===== src/rtl/core/hsvrgb_pkg.sv =====
package hsvrgb_pkg;

    // Hue circle segment, 0 starts at red.
    typedef enum logic [2:0] {
        SEG_RED_YEL = 3'd0,
        SEG_YEL_GRN = 3'd1,
        SEG_GRN_CYN = 3'd2,
        SEG_CYN_BLU = 3'd3,
        SEG_BLU_MAG = 3'd4,
        SEG_MAG_RED = 3'd5
    } seg_t;

    // Input mode carried on tuser.
    localparam logic KIND_BYTE   = 1'b0;
    localparam logic KIND_DEGREE = 1'b1;

    // Byte mode segment boundaries.
    localparam logic [7:0] BYTE_B1 = 8'd42;
    localparam logic [7:0] BYTE_B2 = 8'd85;
    localparam logic [7:0] BYTE_B3 = 8'd128;
    localparam logic [7:0] BYTE_B4 = 8'd170;
    localparam logic [7:0] BYTE_B5 = 8'd213;

    // Degree mode segment boundaries.
    localparam logic [8:0] DEG_B1 = 9'd60;
    localparam logic [8:0] DEG_B2 = 9'd120;
    localparam logic [8:0] DEG_B3 = 9'd180;
    localparam logic [8:0] DEG_B4 = 9'd240;
    localparam logic [8:0] DEG_B5 = 9'd300;

    // Percent clamp limit.
    localparam logic [7:0] PCT_MAX = 8'd100;

    // Modulo 360 by reciprocal: a multiple of 360 added makes the hue positive,
    // then floor(u / 360) = (u * RECIP_360) >> RECIP_SHIFT for all u < 2^17.
    localparam logic [16:0] HUE_BIAS    = 17'd33120;
    localparam logic [16:0] RECIP_360   = 17'd93207;
    localparam int          RECIP_SHIFT = 25;
    localparam logic [8:0]  DEG_FULL    = 9'd360;

    localparam logic [7:0] FULL_SCALE = 8'd255;

    // Segment and scaled operands handed from the hue path to the shading path.
    typedef struct packed {
        logic       grey;
        seg_t       seg;
        logic [7:0] delta;
        logic [7:0] sat;
        logic [7:0] val;
    } prep_out_t;

endpackage


===== src/rtl/core/hsvrgb_prep.sv =====
module hsvrgb_prep
(
    input  logic                  clk,
    input  logic                  rst_n,
    input  logic                  en,
    input  logic                  in_valid,
    input  logic                  kind,
    input  logic [15:0]           hue,
    input  logic [7:0]            saturation,
    input  logic [7:0]            brightness,
    output logic                  out_valid,
    output hsvrgb_pkg::prep_out_t out_data
);

    logic [3:0] valid_reg;

    // Stage 1 registers.
    logic        s1_kind_reg;
    logic [7:0]  s1_hbyte_reg;
    logic [16:0] s1_u_reg;
    logic [7:0]  s1_sat_reg;
    logic [7:0]  s1_val_reg;
    logic        s1_grey_reg;

    // Stage 2 registers.
    logic        s2_kind_reg;
    logic [7:0]  s2_hbyte_reg;
    logic [16:0] s2_u_reg;
    logic [7:0]  s2_quot_reg;
    logic [7:0]  s2_sat_reg;
    logic [7:0]  s2_val_reg;
    logic        s2_grey_reg;

    // Stage 3 registers.
    logic        s3_kind_reg;
    logic [7:0]  s3_hbyte_reg;
    logic [8:0]  s3_hdeg_reg;
    logic [7:0]  s3_sat_reg;
    logic [7:0]  s3_val_reg;
    logic        s3_grey_reg;

    // Stage 4 register.
    hsvrgb_pkg::prep_out_t s4_reg;

    logic [6:0]  sat_clamp;
    logic [6:0]  val_clamp;
    logic [7:0]  sat_next;
    logic [7:0]  val_next;
    logic        grey_next;
    logic [16:0] u_next;
    logic [33:0] quot_prod;
    logic [16:0] quot_mult;
    logic [16:0] rem_full;
    logic [8:0]  hdeg_next;

    logic [5:0]            boff;
    logic [5:0]            doff;
    hsvrgb_pkg::seg_t      bseg;
    hsvrgb_pkg::seg_t      dseg;
    logic [7:0]            bdelta;
    logic [7:0]            ddelta;
    hsvrgb_pkg::prep_out_t s4_next;

    // Valid bits advance with the data.
    always_ff @(posedge clk or negedge rst_n)
    begin
        if (!rst_n)
        begin
            valid_reg <= '0;
        end
        else if (en)
        begin
            valid_reg <= {valid_reg[2:0], in_valid};
        end
    end

    // Stage 1: clamp and scale percents, bias the hue positive.
    always_comb
    begin
        sat_clamp = (saturation > hsvrgb_pkg::PCT_MAX) ? hsvrgb_pkg::PCT_MAX[6:0]
                                                       : saturation[6:0];
        val_clamp = (brightness > hsvrgb_pkg::PCT_MAX) ? hsvrgb_pkg::PCT_MAX[6:0]
                                                       : brightness[6:0];
        if (kind == hsvrgb_pkg::KIND_DEGREE)
        begin
            sat_next  = {sat_clamp, 1'b0} + {2'b00, sat_clamp[6:1]};
            val_next  = {val_clamp, 1'b0} + {2'b00, val_clamp[6:1]};
            grey_next = (sat_clamp == 7'd0);
        end
        else
        begin
            sat_next  = saturation;
            val_next  = brightness;
            grey_next = (saturation == 8'd0);
        end
        u_next = {hue[15], hue} + hsvrgb_pkg::HUE_BIAS;
    end

    always_ff @(posedge clk)
    begin
        if (en)
        begin
            s1_kind_reg  <= kind;
            s1_hbyte_reg <= hue[7:0];
            s1_u_reg     <= u_next;
            s1_sat_reg   <= sat_next;
            s1_val_reg   <= val_next;
            s1_grey_reg  <= grey_next;
        end
    end

    // Stage 2: quotient by 360 through the reciprocal multiply.
    assign quot_prod = {17'd0, s1_u_reg} * {17'd0, hsvrgb_pkg::RECIP_360};

    always_ff @(posedge clk)
    begin
        if (en)
        begin
            s2_kind_reg  <= s1_kind_reg;
            s2_hbyte_reg <= s1_hbyte_reg;
            s2_u_reg     <= s1_u_reg;
            s2_quot_reg  <= quot_prod[hsvrgb_pkg::RECIP_SHIFT +: 8];
            s2_sat_reg   <= s1_sat_reg;
            s2_val_reg   <= s1_val_reg;
            s2_grey_reg  <= s1_grey_reg;
        end
    end

    // Stage 3: remainder gives the hue in 0..359.
    always_comb
    begin
        quot_mult = {9'd0, s2_quot_reg} * {8'd0, hsvrgb_pkg::DEG_FULL};
        rem_full  = s2_u_reg - quot_mult;
        hdeg_next = rem_full[8:0];
    end

    always_ff @(posedge clk)
    begin
        if (en)
        begin
            s3_kind_reg  <= s2_kind_reg;
            s3_hbyte_reg <= s2_hbyte_reg;
            s3_hdeg_reg  <= hdeg_next;
            s3_sat_reg   <= s2_sat_reg;
            s3_val_reg   <= s2_val_reg;
            s3_grey_reg  <= s2_grey_reg;
        end
    end

    // Stage 4: segment and in-segment offset for both modes.
    always_comb
    begin
        logic [7:0] bdiff;
        logic [8:0] ddiff;
        if (s3_hbyte_reg >= hsvrgb_pkg::BYTE_B5)
        begin
            bseg  = hsvrgb_pkg::SEG_MAG_RED;
            bdiff = s3_hbyte_reg - hsvrgb_pkg::BYTE_B5;
        end
        else if (s3_hbyte_reg >= hsvrgb_pkg::BYTE_B4)
        begin
            bseg  = hsvrgb_pkg::SEG_BLU_MAG;
            bdiff = s3_hbyte_reg - hsvrgb_pkg::BYTE_B4;
        end
        else if (s3_hbyte_reg >= hsvrgb_pkg::BYTE_B3)
        begin
            bseg  = hsvrgb_pkg::SEG_CYN_BLU;
            bdiff = s3_hbyte_reg - hsvrgb_pkg::BYTE_B3;
        end
        else if (s3_hbyte_reg >= hsvrgb_pkg::BYTE_B2)
        begin
            bseg  = hsvrgb_pkg::SEG_GRN_CYN;
            bdiff = s3_hbyte_reg - hsvrgb_pkg::BYTE_B2;
        end
        else if (s3_hbyte_reg >= hsvrgb_pkg::BYTE_B1)
        begin
            bseg  = hsvrgb_pkg::SEG_YEL_GRN;
            bdiff = s3_hbyte_reg - hsvrgb_pkg::BYTE_B1;
        end
        else
        begin
            bseg  = hsvrgb_pkg::SEG_RED_YEL;
            bdiff = s3_hbyte_reg;
        end
        boff   = bdiff[5:0];
        bdelta = {boff, 2'b00} + {1'b0, boff, 1'b0};

        if (s3_hdeg_reg >= hsvrgb_pkg::DEG_B5)
        begin
            dseg  = hsvrgb_pkg::SEG_MAG_RED;
            ddiff = s3_hdeg_reg - hsvrgb_pkg::DEG_B5;
        end
        else if (s3_hdeg_reg >= hsvrgb_pkg::DEG_B4)
        begin
            dseg  = hsvrgb_pkg::SEG_BLU_MAG;
            ddiff = s3_hdeg_reg - hsvrgb_pkg::DEG_B4;
        end
        else if (s3_hdeg_reg >= hsvrgb_pkg::DEG_B3)
        begin
            dseg  = hsvrgb_pkg::SEG_CYN_BLU;
            ddiff = s3_hdeg_reg - hsvrgb_pkg::DEG_B3;
        end
        else if (s3_hdeg_reg >= hsvrgb_pkg::DEG_B2)
        begin
            dseg  = hsvrgb_pkg::SEG_GRN_CYN;
            ddiff = s3_hdeg_reg - hsvrgb_pkg::DEG_B2;
        end
        else if (s3_hdeg_reg >= hsvrgb_pkg::DEG_B1)
        begin
            dseg  = hsvrgb_pkg::SEG_YEL_GRN;
            ddiff = s3_hdeg_reg - hsvrgb_pkg::DEG_B1;
        end
        else
        begin
            dseg  = hsvrgb_pkg::SEG_RED_YEL;
            ddiff = s3_hdeg_reg;
        end
        doff   = ddiff[5:0];
        ddelta = {doff, 2'b00} + {4'd0, doff[5:2]};

        s4_next.grey = s3_grey_reg;
        s4_next.sat  = s3_sat_reg;
        s4_next.val  = s3_val_reg;
        if (s3_kind_reg == hsvrgb_pkg::KIND_DEGREE)
        begin
            s4_next.seg   = dseg;
            s4_next.delta = ddelta;
        end
        else
        begin
            s4_next.seg   = bseg;
            s4_next.delta = bdelta;
        end
    end

    always_ff @(posedge clk)
    begin
        if (en)
        begin
            s4_reg <= s4_next;
        end
    end

    assign out_valid = valid_reg[3];
    assign out_data  = s4_reg;

endmodule


===== src/rtl/core/hsvrgb_shade.sv =====
module hsvrgb_shade
(
    input  logic                  clk,
    input  logic                  rst_n,
    input  logic                  en,
    input  logic                  in_valid,
    input  hsvrgb_pkg::prep_out_t in_data,
    output logic                  out_valid,
    output logic [11:0]           color
);

    logic [2:0] valid_reg;

    // Stage A: scaled complements of the saturation terms.
    logic             sa_grey_reg;
    hsvrgb_pkg::seg_t sa_seg_reg;
    logic [7:0]       sa_val_reg;
    logic [7:0]       sa_xp_reg;
    logic [7:0]       sa_xq_reg;
    logic [7:0]       sa_xt_reg;

    // Stage B: channel levels.
    logic             sb_grey_reg;
    hsvrgb_pkg::seg_t sb_seg_reg;
    logic [3:0]       sb_p_reg;
    logic [3:0]       sb_q_reg;
    logic [3:0]       sb_t_reg;
    logic [3:0]       sb_w_reg;

    // Stage C: packed colour.
    logic [11:0] sc_color_reg;
    logic [11:0] sc_color_next;

    logic [15:0] sd_prod;
    logic [15:0] sn_prod;
    logic [7:0]  delta_inv;
    logic [15:0] p_prod;
    logic [15:0] q_prod;
    logic [15:0] t_prod;

    always_ff @(posedge clk or negedge rst_n)
    begin
        if (!rst_n)
        begin
            valid_reg <= '0;
        end
        else if (en)
        begin
            valid_reg <= {valid_reg[1:0], in_valid};
        end
    end

    // Stage A: s*delta and s*(255-delta), both scaled down by 256.
    always_comb
    begin
        delta_inv = hsvrgb_pkg::FULL_SCALE - in_data.delta;
        sd_prod   = {8'd0, in_data.sat} * {8'd0, in_data.delta};
        sn_prod   = {8'd0, in_data.sat} * {8'd0, delta_inv};
    end

    always_ff @(posedge clk)
    begin
        if (en)
        begin
            sa_grey_reg <= in_data.grey;
            sa_seg_reg  <= in_data.seg;
            sa_val_reg  <= in_data.val;
            sa_xp_reg   <= hsvrgb_pkg::FULL_SCALE - in_data.sat;
            sa_xq_reg   <= hsvrgb_pkg::FULL_SCALE - sd_prod[15:8];
            sa_xt_reg   <= hsvrgb_pkg::FULL_SCALE - sn_prod[15:8];
        end
    end

    // Stage B: p, q and t levels, each product scaled down by 4096.
    always_comb
    begin
        p_prod = {8'd0, sa_val_reg} * {8'd0, sa_xp_reg};
        q_prod = {8'd0, sa_val_reg} * {8'd0, sa_xq_reg};
        t_prod = {8'd0, sa_val_reg} * {8'd0, sa_xt_reg};
    end

    always_ff @(posedge clk)
    begin
        if (en)
        begin
            sb_grey_reg <= sa_grey_reg;
            sb_seg_reg  <= sa_seg_reg;
            sb_p_reg    <= p_prod[15:12];
            sb_q_reg    <= q_prod[15:12];
            sb_t_reg    <= t_prod[15:12];
            sb_w_reg    <= sa_val_reg[7:4];
        end
    end

    // Stage C: route levels to red, green and blue by segment.
    always_comb
    begin
        if (sb_grey_reg)
        begin
            sc_color_next = {sb_w_reg, sb_w_reg, sb_w_reg};
        end
        else
        begin
            unique case (sb_seg_reg)
                hsvrgb_pkg::SEG_RED_YEL: sc_color_next = {sb_w_reg, sb_t_reg, sb_p_reg};
                hsvrgb_pkg::SEG_YEL_GRN: sc_color_next = {sb_q_reg, sb_w_reg, sb_p_reg};
                hsvrgb_pkg::SEG_GRN_CYN: sc_color_next = {sb_p_reg, sb_w_reg, sb_t_reg};
                hsvrgb_pkg::SEG_CYN_BLU: sc_color_next = {sb_p_reg, sb_q_reg, sb_w_reg};
                hsvrgb_pkg::SEG_BLU_MAG: sc_color_next = {sb_t_reg, sb_p_reg, sb_w_reg};
                default:                 sc_color_next = {sb_w_reg, sb_p_reg, sb_q_reg};
            endcase
        end
    end

    always_ff @(posedge clk)
    begin
        if (en)
        begin
            sc_color_reg <= sc_color_next;
        end
    end

    assign out_valid = valid_reg[2];
    assign color     = sc_color_reg;

endmodule


===== src/rtl/core/hsv_to_rgb444_convert.sv =====
// HSV to RGB444 converter. Each item on the slave stream carries a hue,
// saturation and value triple plus a mode flag on tuser: byte mode takes all
// three on a 0..255 scale, degree mode takes any signed hue in degrees (reduced
// modulo 360) with saturation and value in percent, clamped to 100. Each item
// yields one 12-bit colour with red in bits 11:8, green in 7:4 and blue in 3:0.
// The block accepts one item every clock cycle while the master side does not stall;
// each result passes through four pipeline stages of hue reduction and segment
// lookup, then three of shading. When the master side stalls, the whole pipeline
// holds and nothing is lost.
module hsv_to_rgb444_convert
(
    input  logic        clk,
    input  logic        rst_n,
    input  logic        s_tvalid,
    output logic        s_tready,
    input  logic [31:0] s_tdata,   // hue [15:0], saturation [23:16], brightness [31:24]
    input  logic        s_tuser,   // kind [0]
    output logic        m_tvalid,
    input  logic        m_tready,
    output logic [15:0] m_tdata    // color [11:0], zero [15:12]
);

    logic                  en;
    logic                  prep_valid;
    hsvrgb_pkg::prep_out_t prep_data;
    logic                  shade_valid;
    logic [11:0]           shade_color;

    // The pipeline moves whenever its last stage is empty or being taken.
    assign en       = !shade_valid || m_tready;
    assign s_tready = en;

    hsvrgb_prep u_prep
    (
        .clk        (clk),
        .rst_n      (rst_n),
        .en         (en),
        .in_valid   (s_tvalid),
        .kind       (s_tuser),
        .hue        (s_tdata[15:0]),
        .saturation (s_tdata[23:16]),
        .brightness (s_tdata[31:24]),
        .out_valid  (prep_valid),
        .out_data   (prep_data)
    );

    hsvrgb_shade u_shade
    (
        .clk       (clk),
        .rst_n     (rst_n),
        .en        (en),
        .in_valid  (prep_valid),
        .in_data   (prep_data),
        .out_valid (shade_valid),
        .color     (shade_color)
    );

    assign m_tvalid = shade_valid;
    assign m_tdata  = {4'd0, shade_color};

endmodule


===== config.mk =====
export PLATFORM = sky130hd
export DESIGN_NAME = hsv_to_rgb444_convert
export DESIGN_NICKNAME = d
export VERILOG_FILES = /design/src/rtl/core/hsvrgb_pkg.sv /design/src/rtl/core/hsvrgb_prep.sv /design/src/rtl/core/hsvrgb_shade.sv /design/src/rtl/core/hsv_to_rgb444_convert.sv
export SDC_FILE = /design/constraint.sdc
export NUM_CORES = 1
export LEC_CHECK = 0
export BUFFER_PORTS_ARGS = -buffer_cell sky130_fd_sc_hd__buf_2
export CAP_MARGIN = 25
export CORE_ASPECT_RATIO = 0.9
export CORE_MARGIN = 2
export CORE_UTILIZATION = 40
export DETAILED_ROUTE_END_ITERATION = 7
export PLACE_DENSITY = 0.67
export SLEW_MARGIN = 20
export SYNTH_ARGS = -nofsm -noshare
export SYNTH_HDL_FRONTEND = slang
export SYNTH_SLANG_ARGS = --single-unit

===== constraint.sdc =====
create_clock -name clk -period 11.6 [get_ports clk]
set_clock_uncertainty 0.1 [all_clocks]
set_input_delay 2.32 -clock clk [delete_from_list [all_inputs] [get_ports clk]]
set_output_delay 2.32 -clock clk [all_outputs]
set_load 0.03 [all_outputs]

==> metrics.cfg <==
[detailed_routing]
routedWlPerCell_um=14.8
antenna_left=0
drc=0
first_pass_iters=5
drt_iter0_markers=708
viasPerCell=4.87
vias=14445
wl_um=43800

[setup_path]
cpPeakStageDelay_ns=0.55
critPathArrivalTime_ns=6.35
r2r_cells=19
worstSetupPathType=reg2reg
critPathSlowestCell=fa_1
end_kind=flip-flop
crit_top_cell=fa_1
r2r_slack_ns=5.47
worst_setup_path_start_kind=flip-flop
crit_chain=ha_1 > fa_1 > inv_1 > fa_1 > fa_1 > inv_1 > fa_1 > inv_1 > fa_1 > inv_1 > ha_1 > a21oi_1 > nor2_1 > a2111oi_0 > nand4_1 > a211o_1 > a221o_1 > a21oi_1 > xnor2_1
timing.rr.start=u_prep.s1_u_reg[6]
required_ns=11.81
crit_fanout=6
timing.rr.end=u_prep.s2_quot_reg[5]

[clock_network]
cts_resized=0
cts-root-buf=clkbuf_16
cts_buffers=26
cts_htree_levels=1
clkLatencyLatePin_ns=0.57
cts_tree=done
clk_pin_slew_ns=0.06
cts_sinks=209
postCtsHoldBufs=0
cts_buffer_depth=3
post_cts_buffers=0

[yosys]
seq_area_frac_synth=0.275
ys_types=74
ys_top_cells_by_count=inv_1, ha_1, fa_1, edfxtp_1, nand2_1
synth_compound_area_frac=0.0604
synth_edf_count=202
synth_largest_area_cell=edfxtp_1
synth_xor_area_frac=0.0343
syn_inst=2155
synthArstFlopShare=0.0335
yosys-top-cells-area=edfxtp_1, fa_1, ha_1, inv_1, and2_1
synth-adder-area-share=0.416
synth-seq-cells=209
avgSynthCellArea_um2=10.5
synth-simple-area-share=0.113
synth_top_family_by_area=adder cells
synth-main-ff-cell=edfxtp_1
ys_warn_count=0
syn-cell-area_mm2=0.0227
synth_top_area_share=0.267
synthMuxAreaShare=0.0139
synth_most_common_cell=inv_1

[floorplan]
core_region_area_mm2=0.0559
pin_count=55
dieHeight_um=230
initial_core_util=0.406
rows=82
dieWidth_um=255
die_area_mm2=0.0587

[layout]
largest_reg_flops=28
nets=2821
antennaDiodeCount=0
nFillCells=5218
syn_to_final_growth_pct=8.35
drive_gt1_frac=0.0665

[placed_design]
port_buffers=50
routabilityCongestion=0.878
dp_hpwl_um=34400

[sta]
hold_violations=0
finalCritPeriodShare=0.529
maxSlewViolCount=0
final-setup-viol-count=0
final.setup.tns_ns=0
relSlewSlack=0.395
rsz0062_at_grt=no
worstMarginPinSlew_ns=0.907
fmax_ghz=0.163
period_needed_ns=6.13

[worst_hold_path]
hp-start=u_prep.s1_sat_reg[2]
hold_depth=0
hold_class=reg2reg
min_to=u_prep.s2_sat_reg[2]

[global_routing]
overflow=0
grt_usage=0.157
grt_pass1_vias=15249
grt_pass1_wl_um=75300
grt_max_degree=169
antenna_found_initial=0

[run]
drv_cap=0

[outcome]
status=finished clean

-- per-stage QoR --
step                hold WS, ns  area (µm²)  utilization  setup slack (ns)  std cells
floorplan                 0.300       22700            -             0.870       2158
global placement          0.302       23800        0.425              5.44       2917
detailed placement        0.305       23800        0.425              5.46       2917
CTS                       0.318       24600        0.440              5.44       2965
global route              0.322       24600        0.440              5.16       2965
finish                    0.315       24600        0.440              5.47       2965
-- worst max-delay path by stage --
stage,slack (ns),start,cells after the start,end
after global routing,5.16,u_prep.s1_u_reg[6],19,u_prep.s2_quot_reg[5]
after CTS,5.44,u_prep.s1_u_reg[6],19,u_prep.s2_quot_reg[5]
after global placement,5.44,u_prep.s1_u_reg[7],19,u_prep.s2_quot_reg[5]
after detailed placement,5.46,u_prep.s1_u_reg[7],19,u_prep.s2_quot_reg[5]
final,5.47,u_prep.s1_u_reg[6],19,u_prep.s2_quot_reg[5]
after floorplan,0.87,m_tready,2,s_tready
-- logic make-up after synthesis --
logic type               Yosys count
XOR/XNOR                          88
flip-flops                       209
AO/OA/AOI/OAI                    211
AND/OR/NAND/NOR                  505
buffers and inverters            517
other                              1
multiplexers                      29
adder cells (fa/ha/maj)          595
-- cell usage in the layout (no fill, tap or decap), drive strengths merged, types with 6 or more instances in the layout --
| master | instances |
|---|---|
| a21o | 22 |
| xnor2 | 55 |
| nand2b | 42 |
| nor3b | 6 |
| xor2 | 33 |
| edfxtp | 202 |
| nor2b | 14 |
| fa | 268 |
| a31oi | 8 |
| o21ai | 51 |
| inv | 466 |
| or3 | 8 |
| clkinv | 8 |
| or2 | 11 |
| nand3 | 14 |
| nor2 | 78 |
| dfrtp | 7 |
| mux2i | 9 |
| nor3 | 6 |
| ha | 327 |
| and2 | 131 |
| mux2 | 20 |
| nand2 | 174 |
| buf | 58 |
| o21a | 9 |
| clkbuf | 31 |
| a21oi | 65 |
-- worst max-delay path: cells and delay by family (launching register included) --
kind	cells	cell delay [ns]
DFF	1	0.54
buffers and inverters	4	0.20
AOI/OAI and AO/OA	5	1.37
adders and majority gates	7	3.35
and+or+nand+nor	2	0.25
xor gates and xnor gates	1	0.07
-- layer usage --
layer	up-vias	global-route usage	wire, µm	part of all wire
met4	0	0.0347	863	0.020
li1	6982	-	-	-
met5	-	0	0	0
met1	7154	0.213	20200	0.46
met2	247	0.266	21200	0.48
met3	62	0.0209	1580	0.036
-- final cells by class --
cell class	instances	area, µm²	area share
clock inverters	17	188	0.00763
flip-flops and latches	209	6240	0.254
repair buffers	58	323	0.0131
multi-input cells	1432	14500	0.590
well taps	756	946	0.0384
inverters	462	1730	0.0705
clock buffers	31	669	0.0272
Power is left out: the tool's default activity adds up to more than one toggle a clock period on the data nets, which glitch-free logic cannot reach.
